--- src/rtl/ukfq_pkg.sv ---
// ukfq_pkg: shared types and codes for the unique-key queue
// payload structs, command and status codes, controller/datapath link structs
// no dependencies
package ukfq_pkg;

	// field widths fixed by the interface
	localparam int KEY_W = 32;
	localparam int VAL_W = 32;
	localparam int STS_W = 2;
	localparam int OCC_W = 5;

	// default queue depth
	localparam int DEPTH_DEF = 16;

	// operation codes
	localparam logic CMD_ENQ = 1'b0;
	localparam logic CMD_DEQ = 1'b1;

	// result status codes
	localparam logic [STS_W-1:0] STS_OK    = 2'd0;
	localparam logic [STS_W-1:0] STS_DUP   = 2'd1;
	localparam logic [STS_W-1:0] STS_EMPTY = 2'd2;
	localparam logic [STS_W-1:0] STS_FULL  = 2'd3;

	// request beat
	typedef struct packed {
		logic                    cmd;
		logic signed [KEY_W-1:0] entry_key;
		logic signed [VAL_W-1:0] entry_value;
	} req_t;

	// response beat
	typedef struct packed {
		logic        [STS_W-1:0] status;
		logic signed [KEY_W-1:0] out_key;
		logic signed [VAL_W-1:0] out_value;
		logic        [OCC_W-1:0] occupancy;
	} rsp_t;

	// controller to datapath commands
	typedef struct packed {
		logic load;
		logic scan;
		logic rd_head;
		logic finish;
	} ukfq_cmd_t;

	// datapath to controller status
	typedef struct packed {
		logic scan_idle;
		logic out_free;
	} ukfq_sts_t;

endpackage

--- src/rtl/ukfq_ctrl.sv ---
// ukfq_ctrl: sequencing state machine of the unique-key queue
// drives datapath commands, takes one request beat at a time
// depends on ukfq_pkg
module ukfq_ctrl
	import ukfq_pkg::*;
(
	input  logic      clk,
	input  logic      arst_n,
	input  logic      req_valid,
	input  logic      req_cmd,
	output logic      req_stall,
	output ukfq_cmd_t cmd,
	input  ukfq_sts_t sts
);

	localparam logic [1:0] S_IDLE = 2'd0;
	localparam logic [1:0] S_SCAN = 2'd1;
	localparam logic [1:0] S_DEQ  = 2'd2;
	localparam logic [1:0] S_FIN  = 2'd3;

	logic [1:0] state_q;
	logic [1:0] state_d;

	// next state and commands
	always_comb begin
		cmd       = '0;
		state_d   = state_q;
		req_stall = 1'b1;
		case (state_q)
			S_IDLE: begin
				req_stall = 1'b0;
				if (req_valid) begin
					cmd.load = 1'b1;
					state_d  = (req_cmd == CMD_DEQ) ? S_DEQ : S_SCAN;
				end
			end
			S_SCAN: begin
				cmd.scan = 1'b1;
				if (sts.scan_idle) begin
					state_d = S_FIN;
				end
			end
			S_DEQ: begin
				cmd.rd_head = 1'b1;
				state_d     = S_FIN;
			end
			S_FIN: begin
				if (sts.out_free) begin
					cmd.finish = 1'b1;
					state_d    = S_IDLE;
				end
			end
			default: begin
				state_d = S_IDLE;
			end
		endcase
	end

	// state register
	always_ff @(posedge clk or negedge arst_n) begin
		if (!arst_n) begin
			state_q <= S_IDLE;
		end else begin
			state_q <= state_d;
		end
	end

endmodule

--- src/rtl/ukfq_dpath.sv ---
// ukfq_dpath: storage, pointers, key scan and response register of the queue
// key and value memories with one registered read port
// depends on ukfq_pkg
module ukfq_dpath
	import ukfq_pkg::*;
#(
	parameter int DEPTH = DEPTH_DEF
) (
	input  logic      clk,
	input  logic      arst_n,
	input  req_t      req,
	input  ukfq_cmd_t cmd,
	output ukfq_sts_t sts,
	output logic      rsp_valid,
	input  logic      rsp_stall,
	output rsp_t      rsp
);

	localparam int PTR_W = (DEPTH > 1) ? $clog2(DEPTH) : 1;
	localparam int CNT_W = $clog2(DEPTH + 1);

	// storage
	logic [KEY_W-1:0] key_mem [DEPTH];
	logic [VAL_W-1:0] val_mem [DEPTH];

	logic [PTR_W-1:0] head_q;
	logic [PTR_W-1:0] tail_q;
	logic [CNT_W-1:0] count_q;

	// captured item
	logic             op_q;
	logic [KEY_W-1:0] key_q;
	logic [VAL_W-1:0] val_q;

	// scan state
	logic [PTR_W-1:0] scan_ptr_q;
	logic [CNT_W-1:0] scan_left_q;
	logic             cmp_s1;
	logic             dup_q;

	// read port
	logic             rd_en;
	logic [PTR_W-1:0] rd_addr;
	logic [KEY_W-1:0] rd_key_q;
	logic [VAL_W-1:0] rd_val_q;

	// response
	logic             rsp_valid_q;
	rsp_t             rsp_q;
	rsp_t             rsp_d;
	logic             push;
	logic             pop;
	logic [CNT_W-1:0] count_d;

	function automatic logic [PTR_W-1:0] next_slot(input logic [PTR_W-1:0] i);
		if (i == PTR_W'(DEPTH - 1)) begin
			next_slot = '0;
		end else begin
			next_slot = i + 1'b1;
		end
	endfunction

	// read address: scan walks from head, dequeue reads head
	assign rd_en   = (cmd.scan && (scan_left_q != '0)) || cmd.rd_head;
	assign rd_addr = cmd.rd_head ? head_q : scan_ptr_q;

	assign sts.scan_idle = (scan_left_q == '0) && !cmp_s1;
	assign sts.out_free  = !rsp_valid_q || !rsp_stall;

	// memory write and registered read
	always_ff @(posedge clk) begin
		if (push) begin
			key_mem[tail_q] <= key_q;
			val_mem[tail_q] <= val_q;
		end
		if (rd_en) begin
			rd_key_q <= key_mem[rd_addr];
			rd_val_q <= val_mem[rd_addr];
		end
	end

	// capture the request beat
	always_ff @(posedge clk) begin
		if (cmd.load) begin
			op_q  <= req.cmd;
			key_q <= req.entry_key;
			val_q <= req.entry_value;
		end
	end

	// result of the operation
	always_comb begin
		push            = 1'b0;
		pop             = 1'b0;
		count_d         = count_q;
		rsp_d.status    = STS_OK;
		rsp_d.out_key   = '0;
		rsp_d.out_value = '0;
		if (op_q == CMD_ENQ) begin
			if (dup_q) begin
				rsp_d.status = STS_DUP;
			end else if (count_q == CNT_W'(DEPTH)) begin
				rsp_d.status = STS_FULL;
			end else begin
				push    = cmd.finish;
				count_d = count_q + 1'b1;
			end
		end else begin
			if (count_q == '0) begin
				rsp_d.status = STS_EMPTY;
			end else begin
				pop             = cmd.finish;
				count_d         = count_q - 1'b1;
				rsp_d.out_key   = rd_key_q;
				rsp_d.out_value = rd_val_q;
			end
		end
		rsp_d.occupancy = OCC_W'(count_d);
	end

	// pointers, occupancy and key scan
	always_ff @(posedge clk or negedge arst_n) begin
		if (!arst_n) begin
			head_q      <= '0;
			tail_q      <= '0;
			count_q     <= '0;
			scan_left_q <= '0;
			cmp_s1      <= 1'b0;
			dup_q       <= 1'b0;
		end else begin
			if (cmd.load) begin
				scan_ptr_q  <= head_q;
				scan_left_q <= count_q;
				cmp_s1      <= 1'b0;
				dup_q       <= 1'b0;
			end else if (cmd.scan) begin
				// issue one stored key a cycle, compare it the cycle after
				if (scan_left_q != '0) begin
					scan_ptr_q  <= next_slot(scan_ptr_q);
					scan_left_q <= scan_left_q - 1'b1;
					cmp_s1      <= 1'b1;
				end else begin
					cmp_s1 <= 1'b0;
				end
				if (cmp_s1 && (rd_key_q == key_q)) begin
					dup_q <= 1'b1;
				end
			end
			if (push) begin
				tail_q <= next_slot(tail_q);
			end
			if (pop) begin
				head_q <= next_slot(head_q);
			end
			if (cmd.finish) begin
				count_q <= count_d;
			end
		end
	end

	// response register
	always_ff @(posedge clk or negedge arst_n) begin
		if (!arst_n) begin
			rsp_valid_q <= 1'b0;
		end else if (cmd.finish) begin
			rsp_valid_q <= 1'b1;
		end else if (!rsp_stall) begin
			rsp_valid_q <= 1'b0;
		end
	end

	always_ff @(posedge clk) begin
		if (cmd.finish) begin
			rsp_q <= rsp_d;
		end
	end

	assign rsp_valid = rsp_valid_q;
	assign rsp       = rsp_q;

endmodule

--- src/rtl/unique_key_fifo_queue.sv ---
// unique_key_fifo_queue: top level of the first-in first-out queue with duplicate-key rejection
// joins the controller and the datapath
// depends on ukfq_pkg, ukfq_ctrl, ukfq_dpath
//
// A queue of up to DEPTH (key, value) entries. Each request beat either enqueues an
// entry or dequeues the oldest one, and gives exactly one response beat with a status
// (ok, duplicate key, empty, full), the dequeued key and value (zero otherwise) and the
// occupancy after the operation. An enqueue compares its key against every held entry,
// reading one stored key a cycle from a single memory read port; a duplicate wins over
// full. One request is worked on at a time; the next is taken once the previous
// response is loaded into the output register, even while that response is still
// stalled. Storage needs no clearing after reset.
module unique_key_fifo_queue
	import ukfq_pkg::*;
#(
	parameter int DEPTH = DEPTH_DEF
) (
	input  logic clk,
	input  logic arst_n,
	input  logic req_valid,
	output logic req_stall,
	input  req_t req,
	output logic rsp_valid,
	input  logic rsp_stall,
	output rsp_t rsp
);

	ukfq_cmd_t cmd;
	ukfq_sts_t sts;

	// sequencing
	ukfq_ctrl u_ctrl (
		.clk       (clk),
		.arst_n    (arst_n),
		.req_valid (req_valid),
		.req_cmd   (req.cmd),
		.req_stall (req_stall),
		.cmd       (cmd),
		.sts       (sts)
	);

	// storage and scan
	ukfq_dpath #(
		.DEPTH (DEPTH)
	) u_dpath (
		.clk       (clk),
		.arst_n    (arst_n),
		.req       (req),
		.cmd       (cmd),
		.sts       (sts),
		.rsp_valid (rsp_valid),
		.rsp_stall (rsp_stall),
		.rsp       (rsp)
	);

endmodule

--- config.mk ---
export PLATFORM = sky130hd
export DESIGN_NAME = unique_key_fifo_queue
export DESIGN_NICKNAME = d
export VERILOG_FILES = /design/src/rtl/ukfq_pkg.sv /design/src/rtl/ukfq_ctrl.sv /design/src/rtl/ukfq_dpath.sv /design/src/rtl/unique_key_fifo_queue.sv
export SDC_FILE = /design/constraint.sdc
export NUM_CORES = 2
export LEC_CHECK = 0
export BUFFER_PORTS_ARGS = -buffer_cell sky130_fd_sc_hd__buf_2
export CAP_MARGIN = 20
export CORE_AREA = 2 2 318 320
export CTS_CLUSTER_SIZE = 8
export DETAILED_ROUTE_END_ITERATION = 8
export DIE_AREA = 0 0 320 322
export GPL_TIMING_DRIVEN = 1
export PLACE_DENSITY = 0.68
export SLEW_MARGIN = 20
export SYNTH_ARGS = -nofsm -noshare
export SYNTH_HDL_FRONTEND = slang
export SYNTH_SLANG_ARGS = --single-unit
--- constraint.sdc ---
create_clock -name clk -period 3.4 [get_ports clk]
set_input_delay 0.68 -clock clk [delete_from_list [all_inputs] [get_ports clk]]
set_output_delay 0.68 -clock clk [all_outputs]
set_load 0.02 [all_outputs]
==> Word-level counts from Yosys, hierarchy flattened <==
Memories as Yosys holds them, arrays and structs flattened. A register that Yosys moved wholly into a read port is not among the register bits.
Index checks and enable logic that the tools add are counted.
{ "classes": {"reduce_logical": 20, "n_eq_ne": 12, "bitwise": 1, "addsub": 6, "shift": 0, "n_lt_le_gt_ge": 0, "mul": 0, "n_mux": 45, "div": 0} }
{ "op_table": {"columns": ["op", "n"], "rows": [
  ["5-bit two-way mux", 7],
  ["32-bit equality test", 1],
  ["4-bit two-way mux", 7],
  ["1-bit two-way mux", 22],
  ["2-bit two-way mux", 8],
  ["4-bit by 1-bit adder with 4-bit output (second input constant)", 3],
  ["4-bit equality test (second input constant)", 3],
  ["5-bit zero test", 2],
  ["5-bit by 1-bit subtractor with 5-bit output (second input constant)", 2],
  ["2-bit case mux with 4 select lines", 1],
  ["2-bit inequality test (second input constant)", 3],
  ["3-bit AND reduction", 2],
  ["2-bit nonzero test", 3],
  ["5-bit by 1-bit adder with 5-bit output (second input constant)", 1],
  ["5-bit equality test (second input constant)", 1],
  ["5-bit nonzero test", 1],
  ["2-bit equality test (second input constant)", 2],
  ["2-bit AND reduction", 2],
  ["1-bit logical AND", 3],
  ["1-bit zero test", 3],
  ["2-bit by 1-bit equality test with 1-bit output (second input constant)", 1],
  ["2-bit zero test", 1],
  ["1-bit logical OR", 2],
  ["2-bit by 1-bit inequality test with 1-bit output (second input constant)", 1],
  ["2 further kinds", 2]
]} }
{ "totals": {"latchBits": 0, "out_inout_bits": 73, "regBits": 163, "inputBits": 69, "romBits": 0, "mem_count": 2, "ram_bits": 1024} }
{ "memory_table": {"columns": ["name", "words", "width", "rd", "rd_clocked_by_memory_dff", "write_ports", "line", "source"], "rows": [
  ["u_dpath.key_mem", 16, 32, 1, 1, 1, "ukfq_dpath.sv:23", "logic [KEY_W-1:0] key_mem [DEPTH];"],
  ["u_dpath.val_mem", 16, 32, 1, 1, 1, "ukfq_dpath.sv:24", "logic [VAL_W-1:0] val_mem [DEPTH];"]
]} }

==> Depth between registers and ports, before layout <==
{ "logic_depth": {"word_depth": 9, "ltp_mapped": 11} }

==> Modules after synthesis <==
A second synthesis with hierarchy kept.
{ "hier_totals": {"cells_unflattened": 3266, "area_unflattened_um2": 48426.4} }
{ "modules_own_cells": {"columns": ["mod", "instances", "cells_per_inst", "area_per_inst_um2"], "rows": [
  ["ukfq_dpath", 1, 3245, 48231.3],
  ["ukfq_ctrl", 1, 21, 195.2]
]} }

==> Worst setup path before layout <==
OpenSTA, ideal clock, no wires.
{ "synth_timing": {"kind": "input port to flip-flop", "start": "input port rsp_stall", "end": "register u_dpath.count_q[0]", "required_ns": 3.268, "t_arrival_ns": 3.732, "slack_ns": -0.464, "n_path_buf": 1, "cell_stages": 4, "cell_sequence": "a21boi_0 clkbuf_1 o21ai_0 xnor2_1"} }
{ "synth_rtl": {"columns": ["element", "line", "source"], "rows": [
  ["start, declared", "unique_key_fifo_queue.sv:24", "input logic rsp_stall,"],
  ["end signal, assigned", "ukfq_dpath.sv:156", "count_q <= count_d;"],
  ["end, declared", "ukfq_dpath.sv:28", "logic [CNT_W-1:0] count_q;"]
]} }

==> Worst setup path in the final report <==
{ "layout_timing": {"start": "register u_dpath.count_q[0]", "end": "memory u_dpath.key_mem[2][16] (enable)"} }
{ "layout_via": {"elab_chain_cells": 6} }
{ "layout_rtl": {"columns": ["element", "line", "source"], "rows": [
  ["5-bit equality test", "ukfq_dpath.sv:102", "end else if (count_q == CNT_W'(DEPTH)) begin"],
  ["1-bit two-way mux", "ukfq_dpath.sv:102", null],
  ["1-bit two-way mux", "ukfq_dpath.sv:100", "if (dup_q) begin"],
  ["1-bit two-way mux", "ukfq_dpath.sv:99", "if (op_q == CMD_ENQ) begin"],
  ["1-bit two-way mux", "ukfq_dpath.sv:72", "if (push) begin"],
  ["1-bit two-way mux (not written as such)", "ukfq_dpath.sv:73", "key_mem[tail_q] <= key_q;"],
  ["end, declared", "ukfq_dpath.sv:23", null]
]} }
Every way passes these cells.

==> run_results.csv <==
group,metric,value,unit
final_layout,layout_common_cells,"1228 x edfxtp_1, 628 x nand2_1, 254 x mux2i_1, 252 x nand3_1, 176 x clkbuf_16",
min_path,min_path_type,"input pin to flop",
sta,timing.final.crit_share,0.976,
sta,slew_violations,0,
worst_setup_path,crit_arrival,3740,ps
sta,rsz0062_at_grt,"no",
sta,tightest_slew,924,ps
logic_synthesis,synth_area_per_cell,15.4,um^2
die,start_util,0.487,
routing,viasPerCell,5.88,
logic_synthesis,synth_xor_area_frac,0.00722,
clock_network,cts_root_buffer,"clkbuf_16",
logic_synthesis,synth-simple-area-share,0.0902,
logic_synthesis,synthAdderAreaFrac,0.00361,
worst_setup_path,r2r_start,"u_dpath.count_q[0]$_DFFE_PN0N_",
grt,gr-total-overflow,0,
placement,placed_area,51900,um^2
sta,fin_worst_hold_slack,86.8,ps
logic_synthesis,syn_area,48500,um^2
sta,fmax,301,MHz
worst_setup_path,cpPeakStageDelay,650,ps
sta,hold_viol_final,0,
grt,grt_usage,0.234,
logic_synthesis,synthCells,3145,
routing,wirelength,120000,um
sta,fin_setup_tns,0,ps
worst_setup_path,ff2ff_setup_slack,80,ps
clock_network,clk_pin_slew,50,ps
worst_setup_path,crit_type,"flop to flop",
logic_synthesis,synthFlopType,"edfxtp_1",
final_layout,area_growth,16.8,%
clock_network,cts_buffers,174,
logic_synthesis,synth_edf_count,1228,
sta,skew,39.6,ps
clock_network,htree_levels,4,
worst_setup_path,rr_worst_depth,7,
sta,slew_headroom,0.382,
power_and_ir_drop,p_leak,19.9,nW
final_layout,drive_gt1_frac,0.145,
final_layout,fin_area,56700,um^2
logic_synthesis,synth_nets,3228,
grt,grt_pass1_vias,27800,
logic_synthesis,synth_top_family_by_area,"simple AND/OR/NAND/NOR gates",
routing,num_vias,27900,
die,num_rows,116,
logic_synthesis,ys_ff_latch,1251,
logic_synthesis,synth_seq_area_share,0.772,
flow_run,cap_violations,0,
die,core_area,99600,um^2
power_and_ir_drop,irDropWorstVdd,0.784,mV
die,ios,142,
routing,drt_iter0_drc,3297,
die,die_area,103000,um^2
logic_synthesis,synth_compound_area_frac,0.0472,
placement,io_buffer_count,141,
clock_network,cts.sinks,1251,
worst_setup_path,r2r_end,"u_dpath.key_mem[2][16]$_DFFE_PP_",
power_and_ir_drop,p_per_area,869,nW/um^2
routing,drcViolationCount,0,
worst_setup_path,cp-startpoint,"u_dpath.count_q[0]$_DFFE_PN0N_",
clock_network,postCtsSetupBuffers,0,
worst_setup_path,startpoint_type,"flop",
clock_network,clk_latency,760,ps
logic_synthesis,synthMuxAreaShare,0.0603,
logic_synthesis,synth_cell_types,54,
worst_setup_path,crit_end,"u_dpath.key_mem[2][16]$_DFFE_PP_",
placement,gp_congestion,0.780,
routing,wl_per_cell,25.3,um
die,fp.dieW,320,um
sta,fin_crit,3320,ps
final_layout,nets,3486,
worst_setup_path,crit_chain,"inv_1, ha_1, and4bb_2, or4b_1, nor3_1, and2_4, buf_4",
die,fp.dieH,322,um
clock_network,cts_tree,"built",
final_layout,layout_commonest_cell,"edfxtp_1",
worst_setup_path,critPathRequiredTime,3820,ps
grt,grt_max_degree,80,
logic_synthesis,synthArstFlopShare,0.0184,
run_status,status,"finished clean",
routing,dr.pass1.iters,6,
grt,grt_pass1_wl,177000,um
logic_synthesis,ys_warn_count,0,
sta,setup_viol,0,
placement,dp_hpwl,64900,um
routing,final_antenna_net_count,0,
worst_setup_path,endpoint_kind,"flop",
clock_network,clk_path_buf_depth,3,
worst_setup_path,worstPathMaxFanout,14,
grt,antenna_found_initial,4,
worst_setup_path,crit_path_top_delay_cell,"or4b_1",
worst max-delay path: cells and delay by family (launching register included):
kind | cells | cell delay, ps
buf+inv | 2 | 380
fa+ha+maj | 1 | 240
simple gates | 4 | 1900
flops | 1 | 450
cell usage after synthesis, drive strengths merged (2+ instances only):
cell type	instances	area, um^2
nor2	17	63.8
xnor2	36	315
a211oi	55	413
buf	99	559
clkbuf	80	302
a22o	2	17.5
nand3	252	1260
a21o	6	45.0
o31ai	2	15.0
o22ai	7	43.8
nand2	628	2360
nor3	6	30.0
ha	14	175
o21a	2	15.0
o21ai	76	384
mux2i	258	2590
or3b	2	17.5
edfxtp	1228	36900
a221oi	2	17.5
inv	18	67.6
a311oi	3	26.3
mux2	8	90.1
and2	80	500
a21boi	2	15.0
nor4	3	18.8
mux4	11	248
nand2b	3	18.8
xor2	4	35.0
nor2b	2	12.5
a32oi	62	543
dfrtp	23	576
nand4	7	43.8
a31oi	11	68.8
a21oi	124	621
kinds of logic (layout without fill, tap and decap cells):
family | count (synthesis) | after routing
XOR/XNOR | 40 | 40
adder cells (fa/ha/maj) | 14 | 14
buffers and inverters | 197 | 497
multiplexers | 277 | 277
other | 0 | 1
flip-flops | 1251 | 1251
AO/OA/AOI/OAI | 361 | 361
AND/OR/NAND/NOR | 1005 | 1005
sequential cells by signal, summed over array words and instances (netlist names):
| register | cells |
|---|---|
| u_dpath.key_mem | 512 |
| u_dpath.val_mem | 512 |
| u_dpath.rsp | 71 |
| u_dpath.key_q | 32 |
| u_dpath.rd_key_q | 32 |
| u_dpath.rd_val_q | 32 |
| u_dpath.val_q | 32 |
| u_dpath.count_q | 5 |
| u_dpath.scan_left_q | 5 |
| u_dpath.head_q | 4 |
| u_dpath.scan_ptr_q | 4 |
| u_dpath.tail_q | 4 |
| u_ctrl.state_q | 2 |
| u_dpath.cmp_s1 | 1 |
| u_dpath.dup_q | 1 |
| u_dpath.op_q | 1 |
| u_dpath.rsp_valid | 1 |
per-layer routing:
metal,vias to the layer above,GRT usage,share of wire
li1,12300,-,-
met1,14000,0.320,0.41
met2,1379,0.375,0.48
met3,240,0.0462,0.087
met4,4,0.0825,0.026
met5,-,0,0.00022
how the worst min path moves through the flow:
stage,startpoint,end,cells past startpoint
3_3_place_gp,u_dpath.rd_val_q[30]$_DFFE_PP_,u_dpath.rsp[35]$_SDFFCE_PP0N_,1
2_1_floorplan,arst_n,u_ctrl.state_q[0]$_DFFE_PN0P_,0
6_report,req[11],u_dpath.val_q[11]$_DFFE_PP_,1
4_1_cts,req[11],u_dpath.val_q[11]$_DFFE_PP_,1
5_1_grt,req[11],u_dpath.val_q[11]$_DFFE_PP_,1
3_5_place_dp,u_dpath.rd_val_q[30]$_DFFE_PP_,u_dpath.rsp[35]$_SDFFCE_PP0N_,1
through the flow:
stage / setup slack, ps / util / total power, W / std cells
6_report: 80.1 / 0.569 / 0.0492 / 4744
3_3_place_gp: 322 / 0.521 / 0.0338 / 4524
2_1_floorplan: 243 / - / 0.0287 / 3145
3_5_place_dp: 198 / 0.521 / 0.0340 / 4524
5_1_grt: 5.54 / 0.569 / 0.0513 / 4743
4_1_cts: 146 / 0.569 / 0.0494 / 4743
cell type report:
cell class	count	area (um^2)
clock buffers	204	4510
flip-flops and latches	1251	37500
well taps	1298	1620
repair buffers	261	2430
inverters	18	70.1
clock inverters	14	264
diodes	1	2.50
multi-input cells	1697	10300
fillers	7531	42900
power by group:
group	internal, W	switching (W)	total [W]
Clock	0.00923	0.00615	0.0154
Combinational	0.00465	0.00877	0.0134
Sequential	0.0192	0.00118	0.0204
what timing repair did:
item | 4_1_cts | 5_1_grt
resized for setup | 0 | 1
hold buffers | 1 | 0
endpoints found under the hold margin | 23 | 0
setup endpoints to repair | 0 | 1
Power figures use the tool's default switching activity.
